File: src/hw/rtl/rslot_ram.sv
module rslot_ram #(
  parameter int unsigned WIDTH = 8,
  parameter int unsigned DEPTH = 16,
  localparam int unsigned AW = (DEPTH > 1) ? $clog2(DEPTH) : 1
) (
  input  logic             clk_i,
  input  logic             we_i,
  input  logic [AW-1:0]    waddr_i,
  input  logic [WIDTH-1:0] wdata_i,
  input  logic             re_i,
  input  logic [AW-1:0]    raddr_i,
  output logic [WIDTH-1:0] rdata_o
);

  logic [WIDTH-1:0] mem_q [DEPTH];
  logic [WIDTH-1:0] rdata_q;

  always_ff @(posedge clk_i) begin
    if (we_i) begin
      mem_q[waddr_i] <= wdata_i;
    end
    if (re_i) begin
      rdata_q <= mem_q[raddr_i];
    end
  end

  assign rdata_o = rdata_q;

endmodule

File: config.mk
export PLATFORM = sky130hd
export DESIGN_NAME = rslot_ram
export DESIGN_NICKNAME = d
export VERILOG_FILES = /design/src/hw/rtl/rslot_ram.sv
export SDC_FILE = /design/constraint.sdc
export NUM_CORES = 1
export LEC_CHECK = 0
export ABC_AREA = 1
export BUFFER_PORTS_ARGS = -buffer_cell sky130_fd_sc_hd__buf_2
export CAP_MARGIN = 5
export CORE_MARGIN = 5
export CORE_UTILIZATION = 35
export DETAILED_ROUTE_END_ITERATION = 8
export PLACE_DENSITY = 0.61
export SKIP_LAST_GASP = 1
export SYNTH_ARGS = -nofsm -noshare
export SYNTH_HDL_FRONTEND = slang
export SYNTH_SLANG_ARGS = --single-unit
File: constraint.sdc
create_clock -name clk_i -period 1.99 [get_ports clk_i]
set_input_delay 0 -clock clk_i [delete_from_list [all_inputs] [get_ports clk_i]]
set_output_delay 0 -clock clk_i [all_outputs]
set_load 0.01 [all_outputs]
Word level (Yosys, flattened, before mapping). Memories as Yosys holds them, arrays and structs flattened. A register that Yosys moved wholly into a read port is not among the register bits. Cells that the tools add are included.

Mux-type cells: 2.

Operators by type and width (number): two-way mux 1 bit (2).

Flip-flop bits (word level): 0. RAM bits: 128. Input bits: 19. Logic and storage cells: 3. Memories kept: 1.

Memory list: mem_q (words 16, width 8, read ports 1, clocked after memory_dff 1, wr ports 1, RTL line 15) `logic [WIDTH-1:0] mem_q [DEPTH];`.

Longest topological paths before layout.
Depth in word-level cells: 2. Mapped depth: 8. Mapped depth without buffers: 7.

Least setup slack after synthesis. OpenSTA, ideal clock, no wires.

Path kind: input-to-reg. Start: input waddr_i[2]. End: memory mem_q[10][0], enable pin. Arrival: 0.581 ns. Path slack: 1.039 ns. Stages: 2. Cells stage by stage: nand3b_1 nor2_1.

RTL lines: start, declared (RTL line 8) `input logic [AW-1:0] waddr_i,`; end, declared (RTL line 15).

No word-level cell before the write port.

==> reports/results.tsv <==
stage	metric	value	unit
die	chipHeight	139.3	um
synth	synth_top_area_share	69.85	%
run_status	status	finished, final reports clean	
setup_path	r2r_slack	0.77	ns
synth	netlist_area	5847	um^2
pwr	ir_worst_vdd	0.0004643	V
die	rows	47	
die	dieArea	19390	um^2
setup_path	start_kind	flip-flop	
grt	grt_pass1_wl	20910	um
sta	rsz0062_at_grt	false	
clocking	numCtsBuffers	17	
setup_path	worstPathRequired	2.15	ns
setup_path	crit_fanout	1	
sta	fin_setup_tns	0	ns
synth	yosysWarnings	0	
drt	route.detailed.drc	0	
sta	finalCritPeriodShare	61.24	%
grt	grt_max_degree	65	
synth	yosysTopAreaCell	edfxtp_1	
sta	slew_headroom	46.96	%
clocking	cts-resized-gates	0	
drt	viasPerCell	4.637	
setup_path	rr_endpoint	rdata_o[2]	
grt	grt_pass1_vias	3674	
clocking	clock_sinks	136	
sta	drv_slew	0	
setup_path	cp-end-kind	flip-flop	
sta	setup_viol	0	
worst_hold_path	hold_end	mem_q[10][6]	
flow_run	drv_cap	0	
die	die_w	139.3	um
synth	synth_ff_type	edfxtp_1	
sta	period_needed	1.219	ns
synth	synthMostInstantiatedCell	nand2_1	
worst_hold_path	holdPathStages	1	
synth	synth_seq_cells	136	
sta	fmax	0.8205	GHz
sta	fin_skew	0.006493	ns
finish	fin_util	41.23	%
worst_hold_path	min_from	wdata_i[6]	
setup_path	r2r_cells	6	
pwr	leakagePower	2.884	nW
setup_path	criticalPathCategory	flip-flop to flip-flop	
placement	port_buffers	26	
synth	synth_common_cells	173 x nand2_1, 136 x edfxtp_1, 100 x inv_1, 97 x nand3_1, 17 x nor2_1	
setup_path	crit_arrival	1.38	ns
grt	antenna_found_initial	0	
grt	use_met2	22.09	%
finish	fin_nets	609	
synth	post_synth_main_area_contributors	edfxtp_1 70%, nand2_1 11%, nand3_1 8.3%	
clocking	cts.reportedPaths.clkPinSlew	0.06	ns
finish	drive_gt1_share	12.11	%
sta	finalHoldViolations	0	
synth	synth.distinct_cells	11	
grt	track_usage	14.22	%
synth	synth-edff-count	136	
die	pin_count	27	
sta	worst_pin_slew	0.7927	ns
clocking	post_cts_buffers	0	
worst_hold_path	hold_class	input port to flip-flop	
finish	multi_input_area	1214	um^2
grt	gr-usage-met1	19.73	%
finish	area_growth	16.11	%
placement	dp_hpwl	8281	um
placement	gp_congestion	0.7666	
synth	synth_fp_nets	570	
clocking	cts_tree	built	
die	start_util	35.51	%
drt	drt_wl_total	13390	um
finish	regArea	4084	um^2
grt	busiest_layer	met2	
grt	met3_usage	3.671	%
die	core-area	16470	um^2
synth	yosysSeqAreaShare	69.85	%
drt	num_vias	3816	
grt	overflow	0	
finish	fillers	1577	
synth	synth-async-reset-ratio	0	%
pwr	power_density	953.8	nW/um^2
synth	synth.avg_cell_area	10.61	um^2
drt	ant_nets	0	
setup_path	reg2reg_from	mem_q[1][2]	
synth	syn_inst	551	
drt	drtIter0Drc	298	
clocking	clockBufferDepth	2	
drt	drtPass1Iterations	4	
finish	diodes	0	
clocking	clk_latency	0.41	ns
clocking	root_buffer	clkbuf_16	
clocking	htree_levels	4	
drt	drt-wirelength-per-cell	16.27	um
sequential cells by signal (all words and copies together), names as in the netlist:
register and count:
mem_q 128, rdata_o 8
worst max-delay path by stage:
stage | to | slack [ns] | cells past startpoint | startpoint
floorplan | mem_q[10][0] | 1.04 | 2 | waddr_i[2]
global placement | rdata_o[3] | 0.46 | 7 | raddr_i[0]
detailed placement | rdata_o[2] | 0.45 | 7 | raddr_i[0]
CTS | rdata_o[2] | 0.78 | 6 | mem_q[1][2]
global route | rdata_o[2] | 0.72 | 6 | mem_q[1][2]
finish | rdata_o[2] | 0.77 | 6 | mem_q[1][2]
cells by family after synthesis:
| kind of cell | count (synthesis) | synth area share, % |
|---|---|---|
| buffers and inverters | 126 | 9.394 |
| flip-flops | 136 | 69.85 |
| AND/OR/NAND/NOR | 289 | 20.76 |
where the power goes:
group	internal (mW)	switching, mW	leakage (nW)
combinational	0.114	0.282	1.40
sequential	3.23	0.0196	1.24
clock	1.69	1.14	0.253
final cells by class:
class                   instances  area share [%]
flip-flops and latches        136           60.15
clock buffers                  17           6.266
repair buffers                 44           4.349
multi-input cells             289           17.88
inverters                     102           5.640
well taps                     220           4.055
clock inverters                15           1.659
metrics by stage:
step / area (um^2) / setup WS, ns / hold WS [ns] / total power, mW / instances
after floorplan: 5847 / 1.039 / 0.09887 / 3.535 / 551
after global placement: 6231 / 0.4596 / 0.4013 / 3.696 / 789
after detailed placement: 6231 / 0.4546 / 0.4013 / 3.705 / 789
after CTS: 6789 / 0.7782 / 0.003748 / 6.536 / 823
after global routing: 6789 / 0.7168 / 0.01658 / 6.708 / 823
final: 6789 / 0.7713 / 0.01147 / 6.475 / 823
what timing repair did:
action	4_1_cts	5_1_grt
hold endpoints to repair	22	0
endpoints found under the setup margin	0	0
hold buffers	2	0
cells in the final DEF, fill, tap and decap left out, types with 2 or more instances in the layout:
cell type      instances
buf_12                 2
buf_2                 26
buf_4                 14
clkbuf_16             17
clkinv_1               3
clkinv_2               5
clkinvlp_4             5
dlygate4sd3_1          2
edfxtp_1             136
inv_1                100
inv_2                  2
nand2_1              173
nand3_1               97
nand3b_1               2
nor2_1                17
layer usage:
layer  wire length, um  up-vias  part of all wire, %
met5                 0        -                    0
met4               189        0                  1.4
met3               987       17                  7.4
met2              6165      138                   46
met1              6048     1800                   45
li1                  -     1861                    -
worst max-delay path, cell delays in order, from the launching register on:
cell      delay [ns]
edfxtp_1        0.36
inv_1           0.07
nand2_1         0.05
nand3_1         0.11
nand3_1         0.12
nand3_1         0.19
nand2_1         0.07
Power figures use the tool's default switching activity.
